### src/hw/rtl/pfd_pkg.sv
`default_nettype none

package pfd_pkg;

  localparam int unsigned RATE_W   = 24;
  localparam int unsigned FREQ_W   = 24;
  localparam int unsigned DIGIT_W  = 4;
  localparam int unsigned STATUS_W = 2;
  localparam int unsigned DEC_W    = 14;

  localparam logic [RATE_W-1:0] RATE_RESET  = 24'd1000000;
  localparam logic [FREQ_W-1:0] DIGIT_LIMIT = 24'd9999;
  localparam logic [DIGIT_W-1:0] DIGIT_MAX  = 4'd9;

  typedef enum logic [STATUS_W-1:0] {
    PFD_OK   = 2'd0,
    PFD_SAT  = 2'd1,
    PFD_ZERO = 2'd2
  } pfd_status_e;

  typedef struct packed {
    logic [FREQ_W-1:0] freq;
    logic              zero;
  } pfd_div_res_t;

endpackage

`default_nettype wire

### src/hw/rtl/pfd_if.sv
`default_nettype none

interface pfd_in_if #(
  parameter int unsigned COUNT_BITS = 16
) ();
  logic                  valid;
  logic                  ready;
  logic [COUNT_BITS-1:0] count;

  modport source (output valid, output count, input ready);
  modport sink (input valid, input count, output ready);
endinterface

interface pfd_out_if import pfd_pkg::*; ();
  logic                valid;
  logic                ready;
  logic [FREQ_W-1:0]   frequency;
  logic [DIGIT_W-1:0]  digit_thousands;
  logic [DIGIT_W-1:0]  digit_hundreds;
  logic [DIGIT_W-1:0]  digit_tens;
  logic [DIGIT_W-1:0]  digit_ones;
  logic [STATUS_W-1:0] status;

  modport source (
    output valid, output frequency, output digit_thousands, output digit_hundreds,
    output digit_tens, output digit_ones, output status, input ready
  );
  modport sink (
    input valid, input frequency, input digit_thousands, input digit_hundreds,
    input digit_tens, input digit_ones, input status, output ready
  );
endinterface

`default_nettype wire

### src/hw/rtl/pfd_div.sv
`default_nettype none

module pfd_div import pfd_pkg::*; #(
  parameter int unsigned COUNT_BITS = 16
) (
  input  wire logic              clk_i,
  input  wire logic              rst_ni,
  input  wire logic [RATE_W-1:0] rate_i,
  pfd_in_if.sink                 in_if,
  output logic                   res_valid_o,
  input  wire logic              res_ready_i,
  output pfd_div_res_t           res_o
);

  localparam int unsigned STAGES = FREQ_W + 1;
  localparam int unsigned REM_W  = COUNT_BITS + 2;
  localparam int unsigned SUM_W  = ((RATE_W > COUNT_BITS) ? RATE_W : COUNT_BITS) + 1;

  logic [STAGES-1:0] valid_q;
  logic [STAGES-1:0] en;
  logic [REM_W-1:0]  rem_q  [STAGES];
  logic [FREQ_W-1:0] num_q  [STAGES];
  logic [FREQ_W-1:0] quo_q  [STAGES];
  logic [COUNT_BITS:0] den_q [STAGES];
  logic              zero_q [STAGES];
  logic [SUM_W-1:0]  sum;

  // numerator rate + count, divisor 2 * count
  assign sum = SUM_W'(rate_i) + SUM_W'(in_if.count);

  for (genvar k = 0; k < STAGES; k++) begin : g_en
    assign en[k] = res_ready_i | ~(&valid_q[STAGES-1:k]);
  end

  assign in_if.ready = en[0];

  always_ff @(posedge clk_i or negedge rst_ni) begin
    if (!rst_ni) begin
      valid_q[0] <= 1'b0;
    end else if (en[0]) begin
      valid_q[0] <= in_if.valid;
    end
  end

  always_ff @(posedge clk_i) begin
    if (en[0] && in_if.valid) begin
      rem_q[0]  <= REM_W'(sum >> FREQ_W);
      num_q[0]  <= sum[FREQ_W-1:0];
      quo_q[0]  <= '0;
      den_q[0]  <= {in_if.count, 1'b0};
      zero_q[0] <= (in_if.count == '0);
    end
  end

  // one quotient bit per stage
  for (genvar k = 1; k < STAGES; k++) begin : g_stage
    logic [REM_W-1:0] trial;
    logic             take;

    always_comb begin
      trial = {rem_q[k-1][REM_W-2:0], num_q[k-1][FREQ_W-1]};
      take  = (trial >= REM_W'(den_q[k-1]));
    end

    always_ff @(posedge clk_i or negedge rst_ni) begin
      if (!rst_ni) begin
        valid_q[k] <= 1'b0;
      end else if (en[k]) begin
        valid_q[k] <= valid_q[k-1];
      end
    end

    always_ff @(posedge clk_i) begin
      if (en[k] && valid_q[k-1]) begin
        rem_q[k]  <= take ? (trial - REM_W'(den_q[k-1])) : trial;
        num_q[k]  <= {num_q[k-1][FREQ_W-2:0], 1'b0};
        quo_q[k]  <= {quo_q[k-1][FREQ_W-2:0], take};
        den_q[k]  <= den_q[k-1];
        zero_q[k] <= zero_q[k-1];
      end
    end
  end

  assign res_valid_o = valid_q[STAGES-1];
  assign res_o.freq  = zero_q[STAGES-1] ? '0 : quo_q[STAGES-1];
  assign res_o.zero  = zero_q[STAGES-1];

endmodule

`default_nettype wire

### src/hw/rtl/pfd_digits.sv
`default_nettype none

module pfd_digits import pfd_pkg::*; (
  input  wire logic         clk_i,
  input  wire logic         rst_ni,
  input  wire logic         res_valid_i,
  output logic              res_ready_o,
  input  wire pfd_div_res_t res_i,
  pfd_out_if.source         out_if
);

  localparam int unsigned STAGES = 3;
  localparam logic [DEC_W-1:0] STEP_1000 = 14'd1000;
  localparam logic [DEC_W-1:0] STEP_100  = 14'd100;
  localparam logic [DEC_W-1:0] STEP_10   = 14'd10;

  logic [STAGES-1:0] valid_q;
  logic [STAGES-1:0] en;

  logic [FREQ_W-1:0]  freq_a_q, freq_b_q, freq_c_q;
  logic               zero_a_q, zero_b_q;
  logic               sat_a_q, sat_b_q;
  logic [DIGIT_W-1:0] th_a_q, th_b_q;
  logic [DIGIT_W-1:0] hu_b_q;
  logic [9:0]         rem_a_q;
  logic [6:0]         rem_b_q;
  logic [DIGIT_W-1:0] th_c_q, hu_c_q, te_c_q, on_c_q;
  logic [STATUS_W-1:0] status_c_q;

  logic [DEC_W-1:0]   val_a, val_b, val_c;
  logic [DIGIT_W-1:0] th_a, hu_b, te_c, on_c;
  logic [9:0]         rem_a;
  logic [6:0]         rem_b;
  logic               sat_a;

  for (genvar k = 0; k < STAGES; k++) begin : g_en
    assign en[k] = out_if.ready | ~(&valid_q[STAGES-1:k]);
  end

  assign res_ready_o = en[0];

  always_ff @(posedge clk_i or negedge rst_ni) begin
    if (!rst_ni) begin
      valid_q <= '0;
    end else begin
      if (en[0]) begin
        valid_q[0] <= res_valid_i;
      end
      if (en[1]) begin
        valid_q[1] <= valid_q[0];
      end
      if (en[2]) begin
        valid_q[2] <= valid_q[1];
      end
    end
  end

  // thousands
  always_comb begin
    val_a = res_i.freq[DEC_W-1:0];
    sat_a = (res_i.freq > DIGIT_LIMIT);
    th_a  = '0;
    for (int k = 1; k < 10; k++) begin
      if (val_a >= DEC_W'(k * 1000)) begin
        th_a = DIGIT_W'(k);
      end
    end
    rem_a = 10'(val_a - DEC_W'(th_a) * STEP_1000);
  end

  always_ff @(posedge clk_i) begin
    if (en[0] && res_valid_i) begin
      freq_a_q <= res_i.freq;
      zero_a_q <= res_i.zero;
      sat_a_q  <= sat_a;
      th_a_q   <= th_a;
      rem_a_q  <= rem_a;
    end
  end

  // hundreds
  always_comb begin
    val_b = DEC_W'(rem_a_q);
    hu_b  = '0;
    for (int k = 1; k < 10; k++) begin
      if (val_b >= DEC_W'(k * 100)) begin
        hu_b = DIGIT_W'(k);
      end
    end
    rem_b = 7'(val_b - DEC_W'(hu_b) * STEP_100);
  end

  always_ff @(posedge clk_i) begin
    if (en[1] && valid_q[0]) begin
      freq_b_q <= freq_a_q;
      zero_b_q <= zero_a_q;
      sat_b_q  <= sat_a_q;
      th_b_q   <= th_a_q;
      hu_b_q   <= hu_b;
      rem_b_q  <= rem_b;
    end
  end

  // tens and ones
  always_comb begin
    val_c = DEC_W'(rem_b_q);
    te_c  = '0;
    for (int k = 1; k < 10; k++) begin
      if (val_c >= DEC_W'(k * 10)) begin
        te_c = DIGIT_W'(k);
      end
    end
    on_c = DIGIT_W'(val_c - DEC_W'(te_c) * STEP_10);
  end

  always_ff @(posedge clk_i) begin
    if (en[2] && valid_q[1]) begin
      freq_c_q <= freq_b_q;
      if (zero_b_q) begin
        th_c_q     <= '0;
        hu_c_q     <= '0;
        te_c_q     <= '0;
        on_c_q     <= '0;
        status_c_q <= PFD_ZERO;
      end else if (sat_b_q) begin
        th_c_q     <= DIGIT_MAX;
        hu_c_q     <= DIGIT_MAX;
        te_c_q     <= DIGIT_MAX;
        on_c_q     <= DIGIT_MAX;
        status_c_q <= PFD_SAT;
      end else begin
        th_c_q     <= th_b_q;
        hu_c_q     <= hu_b_q;
        te_c_q     <= te_c;
        on_c_q     <= on_c;
        status_c_q <= PFD_OK;
      end
    end
  end

  assign out_if.valid           = valid_q[STAGES-1];
  assign out_if.frequency       = freq_c_q;
  assign out_if.digit_thousands = th_c_q;
  assign out_if.digit_hundreds  = hu_c_q;
  assign out_if.digit_tens      = te_c_q;
  assign out_if.digit_ones      = on_c_q;
  assign out_if.status          = status_c_q;

endmodule

`default_nettype wire

### src/hw/rtl/period_to_frequency_digits_unit.sv
// period to frequency and display digits
//
// in_if carries one half-period timer count per item; out_if returns one
// result per item: rounded frequency = floor((rate + count) / (2 * count)),
// four decimal digits, and a status code (ok, saturated above 9999, zero count).
// cfg_we_i / cfg_wdata_i write the timer tick rate; write it only while idle.
//
// an accepted item passes through 28 register stages before its result is
// offered: one entry stage, 24 divider stages producing one quotient bit
// each (one compare and subtract per stage), and 3 digit stages.
// throughput is one item per cycle unless the receiver stalls; every stage
// holds one item.
// reset empties the pipeline and sets the tick rate to 1000000.
// when the receiver stalls, the result stays on out_if and items keep moving
// into empty stages behind it; in_if.ready drops only once every stage is full.
`default_nettype none

module period_to_frequency_digits_unit import pfd_pkg::*; #(
  parameter int unsigned COUNT_BITS = 16
) (
  input  wire logic              clk_i,
  input  wire logic              rst_ni,
  input  wire logic              cfg_we_i,
  input  wire logic [RATE_W-1:0] cfg_wdata_i,
  pfd_in_if.sink                 in_if,
  pfd_out_if.source              out_if
);

  logic [RATE_W-1:0] rate_q;
  logic              div_valid;
  logic              div_ready;
  pfd_div_res_t      div_res;

  always_ff @(posedge clk_i or negedge rst_ni) begin
    if (!rst_ni) begin
      rate_q <= RATE_RESET;
    end else if (cfg_we_i) begin
      rate_q <= cfg_wdata_i;
    end
  end

  pfd_div #(
    .COUNT_BITS (COUNT_BITS)
  ) u_div (
    .clk_i       (clk_i),
    .rst_ni      (rst_ni),
    .rate_i      (rate_q),
    .in_if       (in_if),
    .res_valid_o (div_valid),
    .res_ready_i (div_ready),
    .res_o       (div_res)
  );

  pfd_digits u_digits (
    .clk_i       (clk_i),
    .rst_ni      (rst_ni),
    .res_valid_i (div_valid),
    .res_ready_o (div_ready),
    .res_i       (div_res),
    .out_if      (out_if)
  );

`ifndef NO_ASSERTIONS
  a_stall_only_when_full: assert property (@(posedge clk_i) disable iff (!rst_ni)
    !in_if.ready |-> out_if.valid && !out_if.ready)
    else $error("input stalled while output side can move");

  a_digits_match: assert property (@(posedge clk_i) disable iff (!rst_ni)
    out_if.valid && out_if.status == PFD_OK |->
      out_if.frequency == (FREQ_W'(out_if.digit_thousands) * 24'd1000
                         + FREQ_W'(out_if.digit_hundreds) * 24'd100
                         + FREQ_W'(out_if.digit_tens) * 24'd10
                         + FREQ_W'(out_if.digit_ones)))
    else $error("digits do not match frequency");

  a_saturated: assert property (@(posedge clk_i) disable iff (!rst_ni)
    out_if.valid && out_if.status == PFD_SAT |->
      out_if.frequency > DIGIT_LIMIT && out_if.digit_thousands == DIGIT_MAX
      && out_if.digit_ones == DIGIT_MAX)
    else $error("saturated result inconsistent");

  a_zero_count: assert property (@(posedge clk_i) disable iff (!rst_ni)
    out_if.valid && out_if.status == PFD_ZERO |-> out_if.frequency == '0)
    else $error("zero count result has nonzero frequency");
`endif

endmodule

`default_nettype wire

### src/flat_wrapper.sv
// flat-port wrapper written by rule: the top's interface ports become plain ports
module period_to_frequency_digits_unit_flat import pfd_pkg::*;
#(
  parameter int unsigned COUNT_BITS = 16
)
  (clk_i, rst_ni, cfg_we_i, cfg_wdata_i, in_if_valid, in_if_count, in_if_ready, out_if_valid, out_if_frequency, out_if_digit_thousands, out_if_digit_hundreds, out_if_digit_tens, out_if_digit_ones, out_if_status, out_if_ready);
  pfd_in_if #(.COUNT_BITS(COUNT_BITS)) in_if_i ();
  pfd_out_if out_if_i ();
  input  wire logic clk_i;
  input  wire logic rst_ni;
  input  wire logic cfg_we_i;
  input  wire logic [RATE_W-1:0] cfg_wdata_i;
  input wire logic [$bits(in_if_i.valid)-1:0] in_if_valid;
  input wire logic [$bits(in_if_i.count)-1:0] in_if_count;
  output wire logic [$bits(in_if_i.ready)-1:0] in_if_ready;
  output wire logic [$bits(out_if_i.valid)-1:0] out_if_valid;
  output wire logic [$bits(out_if_i.frequency)-1:0] out_if_frequency;
  output wire logic [$bits(out_if_i.digit_thousands)-1:0] out_if_digit_thousands;
  output wire logic [$bits(out_if_i.digit_hundreds)-1:0] out_if_digit_hundreds;
  output wire logic [$bits(out_if_i.digit_tens)-1:0] out_if_digit_tens;
  output wire logic [$bits(out_if_i.digit_ones)-1:0] out_if_digit_ones;
  output wire logic [$bits(out_if_i.status)-1:0] out_if_status;
  input wire logic [$bits(out_if_i.ready)-1:0] out_if_ready;
  assign in_if_i.valid = in_if_valid;
  assign in_if_i.count = in_if_count;
  assign in_if_ready = in_if_i.ready;
  assign out_if_valid = out_if_i.valid;
  assign out_if_frequency = out_if_i.frequency;
  assign out_if_digit_thousands = out_if_i.digit_thousands;
  assign out_if_digit_hundreds = out_if_i.digit_hundreds;
  assign out_if_digit_tens = out_if_i.digit_tens;
  assign out_if_digit_ones = out_if_i.digit_ones;
  assign out_if_status = out_if_i.status;
  assign out_if_i.ready = out_if_ready;
  period_to_frequency_digits_unit #(.COUNT_BITS(COUNT_BITS)) u_core (.clk_i(clk_i), .rst_ni(rst_ni), .cfg_we_i(cfg_we_i), .cfg_wdata_i(cfg_wdata_i), .in_if(in_if_i), .out_if(out_if_i));
endmodule
### config.mk
export PLATFORM = sky130hd
export DESIGN_NAME = period_to_frequency_digits_unit_flat
export DESIGN_NICKNAME = d
export VERILOG_FILES = /design/src/hw/rtl/pfd_pkg.sv /design/src/hw/rtl/pfd_if.sv /design/src/hw/rtl/pfd_div.sv /design/src/hw/rtl/pfd_digits.sv /design/src/hw/rtl/period_to_frequency_digits_unit.sv /design/src/flat_wrapper.sv
export SDC_FILE = /design/constraint.sdc
export NUM_CORES = 2
export LEC_CHECK = 0
export BUFFER_PORTS_ARGS = -buffer_cell sky130_fd_sc_hd__buf_4
export CORE_ASPECT_RATIO = 1.5
export CORE_MARGIN = 2
export CORE_UTILIZATION = 40
export CTS_CLUSTER_DIAMETER = 120
export DETAILED_ROUTE_END_ITERATION = 12
export HOLD_SLACK_MARGIN = 0.15
export MAX_ROUTING_LAYER = met4
export SLEW_MARGIN = 30
export SYNTH_ARGS = -nofsm -noshare
export SYNTH_HDL_FRONTEND = slang
export SYNTH_HIERARCHICAL = 1
export SYNTH_SLANG_ARGS = --single-unit
### constraint.sdc
create_clock -name clk_i -period 6.1 [get_ports clk_i]
set_input_delay 0.61 -clock clk_i [delete_from_list [all_inputs] [get_ports clk_i]]
set_output_delay 0.61 -clock clk_i [all_outputs]
set_load 0.01 [all_outputs]
==> run_results.csv <==
group,metric,value,unit
floorplan,std_cell_rows,191,
route,wire_per_inst,18.5,µm
setup_path,worstPathMaxFanout,14,
floorplan,start_util,0.402,
min_path,hold_path_class,"input pin to flop",
floorplan,fp.dieW,351,µm
floorplan,boundaryPins,89,
setup_path,startpoint,"u_core/u_div/zero_q[1][8]$_DFFE_PP_",
sta,fin_setup_tns,0,ns
clocking,post_cts_buffers,0,
place,gp_congestion,0.905,
synth,async_flop_share,0.0331,
sta,max_freq,196,MHz
global_routing,grt_pass1_wl,231000,µm
floorplan,core_area,0.180,mm²
synth,synth_edf_count,1519,
sta,tightest_slew,1.03,ns
global_routing,antenna_found_initial,2,
setup_path,endpoint_kind,"flop",
setup_path,r2r_end,"u_core/u_digits/rem_a_q[9]$_DFFE_PP_",
setup_path,slowest_stage,"nor2b_1",
power,power_density,464,mW/mm²
clocking,path_clk_slew,0.07,ns
route,detail-route-antenna-nets,0,
clocking,insertion_delay,0.81,ns
setup_path,crit_end,"u_core/u_digits/rem_a_q[9]$_DFFE_PP_",
global_routing,grt_max_degree,59,
min_path,hold_start,"cfg_we_i",
sta,fin_crit,5.10,ns
place,place_area,0.0761,mm²
synth,ys_ff_latch,1571,
global_routing,grt-ovfl-total,0,
synth,synthCells,5215,
clocking,cts_root_buf,"clkbuf_16",
clocking,clock_sinks,1571,
global_routing,grt_usage,0.166,
clocking,numCtsBuffers,159,
route,wirelength,148000,µm
cells_and_area,fin_nets,5962,
cells_and_area,drive_gt1_frac,0.121,
sta,post-route-period-util,0.836,
setup_path,worstPathRequired,6.63,ns
route,drt_iter0_markers,1754,
synth,synth.top_cells.by_area,"edfxtp_1 (63%), ha_1 (7.0%), mux2_2 (2.7%)",
power,ir_drop,0.245,mV
sta,finalHoldViolCount,0,
setup_path,crit_chain,"nor2b_1 > nor2_1 > o31a_1 > o21a_1 > nor3_1 > nand2b_1 > inv_1 > fa_1 > fa_1 > ha_1 > xor2_1 > ha_1 > a21oi_1 > o21ai_0 > xnor2_1 > xnor2_1",
clocking,cts_resized,0,
route,drc_errors,0,
setup_path,startpoint_type,"flop",
sta,hold_slack,0.350,ns
synth,yosys_warnings,6,
sta,worst_slew_margin_rel,0.308,
synth,ys_types,103,
cells_and_area,finalInstanceArea,0.0816,mm²
clocking,htreeDepth,4,
setup_path,worstRegToRegCells,16,
synth,synth-main-ff-cell,"edfxtp_1",
setup_path,reg2reg_slack,1.0,ns
synth,ys_seq_area_frac,0.649,
flow_run,drv_cap,0,
route,avgViaCountPerCell,5.15,
clocking,cts_buffer_depth,4,
synth,synth_top_cell_by_area,"edfxtp_1",
place,hpwlAfterDp,114000,µm
sta,setup_violations,0,
clocking,holdBufCountCts,43,
synth,synth_top_cell_area_share,0.631,
synth,synth_area,0.0723,mm²
setup_path,crit_type,"flop to flop",
status,status,"finished, final reports clean",
clocking,cts_tree,"done",
setup_path,cpPeakStageDelay,0.64,ns
floorplan,die_y,525,µm
setup_path,crit-reg2reg-launch,"u_core/u_div/zero_q[1][8]$_DFFE_PP_",
cells_and_area,fill_cells,15854,
place,portBuffers,88,
power,finalPower,37.9,mW
synth,avgSynthCellArea,13.9,µm²
sta,rsz0062_at_grt,"no",
route,drt_first_pass_iters,8,
sta,finClkSkew,0.0312,ns
route,vias,41237,
cells_and_area,syn_to_final_growth,12.9,%
floorplan,die_area,0.184,mm²
power,p_leak,31.4,nW
setup_path,arrival,5.63,ns
synth,syn_nets,5695,
sta,drv_slew,0,
cells_and_area,final_util,0.454,
global_routing,grt_pass1_vias,43637,
[cell type report]
cell class                 instances  area, µm²  area share
timing repair buffer             187       1520      0.0186
clock inverter                    87        825      0.0101
inverter                         494       1850      0.0227
clock buffer                     193       4240      0.0520
tap                             2412       3020      0.0370
multi-input combinational       3069      23200       0.285
antenna                            1       2.50   0.0000307
sequential                      1571      46900       0.575
[per-layer routing]
layer | part of all wire | routed length (µm) | global-route usage | vias to the layer above
met3 | 0.030 | 4410 | 0.0233 | 463
met4 | 0.063 | 9320 | 0.0957 | 0
met1 | 0.28 | 42100 | 0.120 | 20057
li1 | - | - | - | 19910
met5 | 0 | 0 | - | -
met2 | 0.62 | 92600 | 0.355 | 807
[cell usage after synthesis, types with 42 or more instances]
cell type	n
edfxtp_1	1519
a21o_1	95
dfrtp_1	45
ha_1	405
xnor2_1	181
a21oi_1	260
o21ai_0	262
inv_1	491
nor2_1	273
mux2_2	174
clkbuf_1	57
o21a_1	86
nand3_1	67
nand2b_1	80
nand2_1	249
nor2b_1	91
o31ai_1	43
nand4_1	42
nor3_1	69
xor2_1	104
[power breakdown]
part	internal (mW)	leakage, nW	switching [mW]
registers	14.8	15.5	1.02
logic	5.62	13.4	6.93
clock network	5.48	2.45	4.06
total	25.9	31.4	12.0
[cell families (layout without fill, tap and decap cells)]
kind of cell | after synthesis | after routing | synth area share
mux | 231 | 231 | 0.0369
simple gates | 1051 | 1051 | 0.0735
xor+xnor | 285 | 285 | 0.0345
compound gates | 1066 | 1066 | 0.0959
flops | 1571 | 1571 | 0.649
fa+ha+maj | 436 | 436 | 0.0786
other cells | 0 | 1 | 0
buf+inv | 575 | 961 | 0.0313
[sequential cells by signal (all words and copies together) (netlist names), 5 cells and up]
name / count
u_core/u_digits/freq_b_q: 24
u_core/u_div/valid_q: 24
u_core/rate_q: 24
u_core/u_digits/rem_a_q: 7
u_core/u_digits/freq_a_q: 24
u_core/u_div/den_q: 384
u_core/u_digits/out_if.frequency: 24
u_core/u_digits/rem_b_q: 5
u_core/u_div/quo_q: 300
u_core/u_div/num_q: 300
u_core/u_div/rem_q: 392
u_core/u_div/zero_q: 25
[through the flow]
step           setup slack (ns)  std cells
6_report                   1.00       8014
3_3_place_gp              0.817       7689
3_5_place_dp              0.918       7690
2_1_floorplan           0.00918       5215
4_1_cts                   0.880       8013
5_1_grt                   0.624       8014
[cell usage in the layout (no fill, tap or decap), types with 80 or more instances in the layout]
master,netlist,layout
inv_1,491,491
a21oi_1,260,260
nor2b_1,91,84
clkbuf_16,0,162
mux2_2,174,174
xor2_1,104,104
edfxtp_1,1519,1519
a21o_1,95,95
o21ai_0,262,261
nor2_1,273,273
ha_1,405,405
o21a_1,86,86
nand2b_1,80,80
xnor2_1,181,181
buf_4,3,143
nand2_1,249,249
[critical path: cells and delay by family, from the launching register on]
family | cells | cell delay, ns
AOI/OAI and AO/OA | 4 | 0.75
xor gates and xnor gates | 3 | 0.45
adders and majority gates | 4 | 1.73
buffers and inverters | 1 | 0.15
DFF | 1 | 0.58
and+or+nand+nor | 4 | 1.12
[worst min-delay path by stage]
stage | slack [ns] | end | cells past startpoint
2_1_floorplan | 0.31 | u_core/rate_q[0]$_DFFE_PN0P_ | 0
3_3_place_gp | 0.40 | u_core/u_digits/out_if.frequency[18]$_DFFE_PP_ | 0
3_5_place_dp | 0.40 | u_core/u_digits/freq_b_q[17]$_DFFE_PP_ | 0
4_1_cts | 0.29 | u_core/rate_q[6]$_DFFE_PN1P_ | 2
5_1_grt | 0.32 | u_core/rate_q[6]$_DFFE_PN1P_ | 2
6_report | 0.35 | u_core/rate_q[5]$_DFFE_PN0P_ | 2
(Power assumes the default switching activity.)
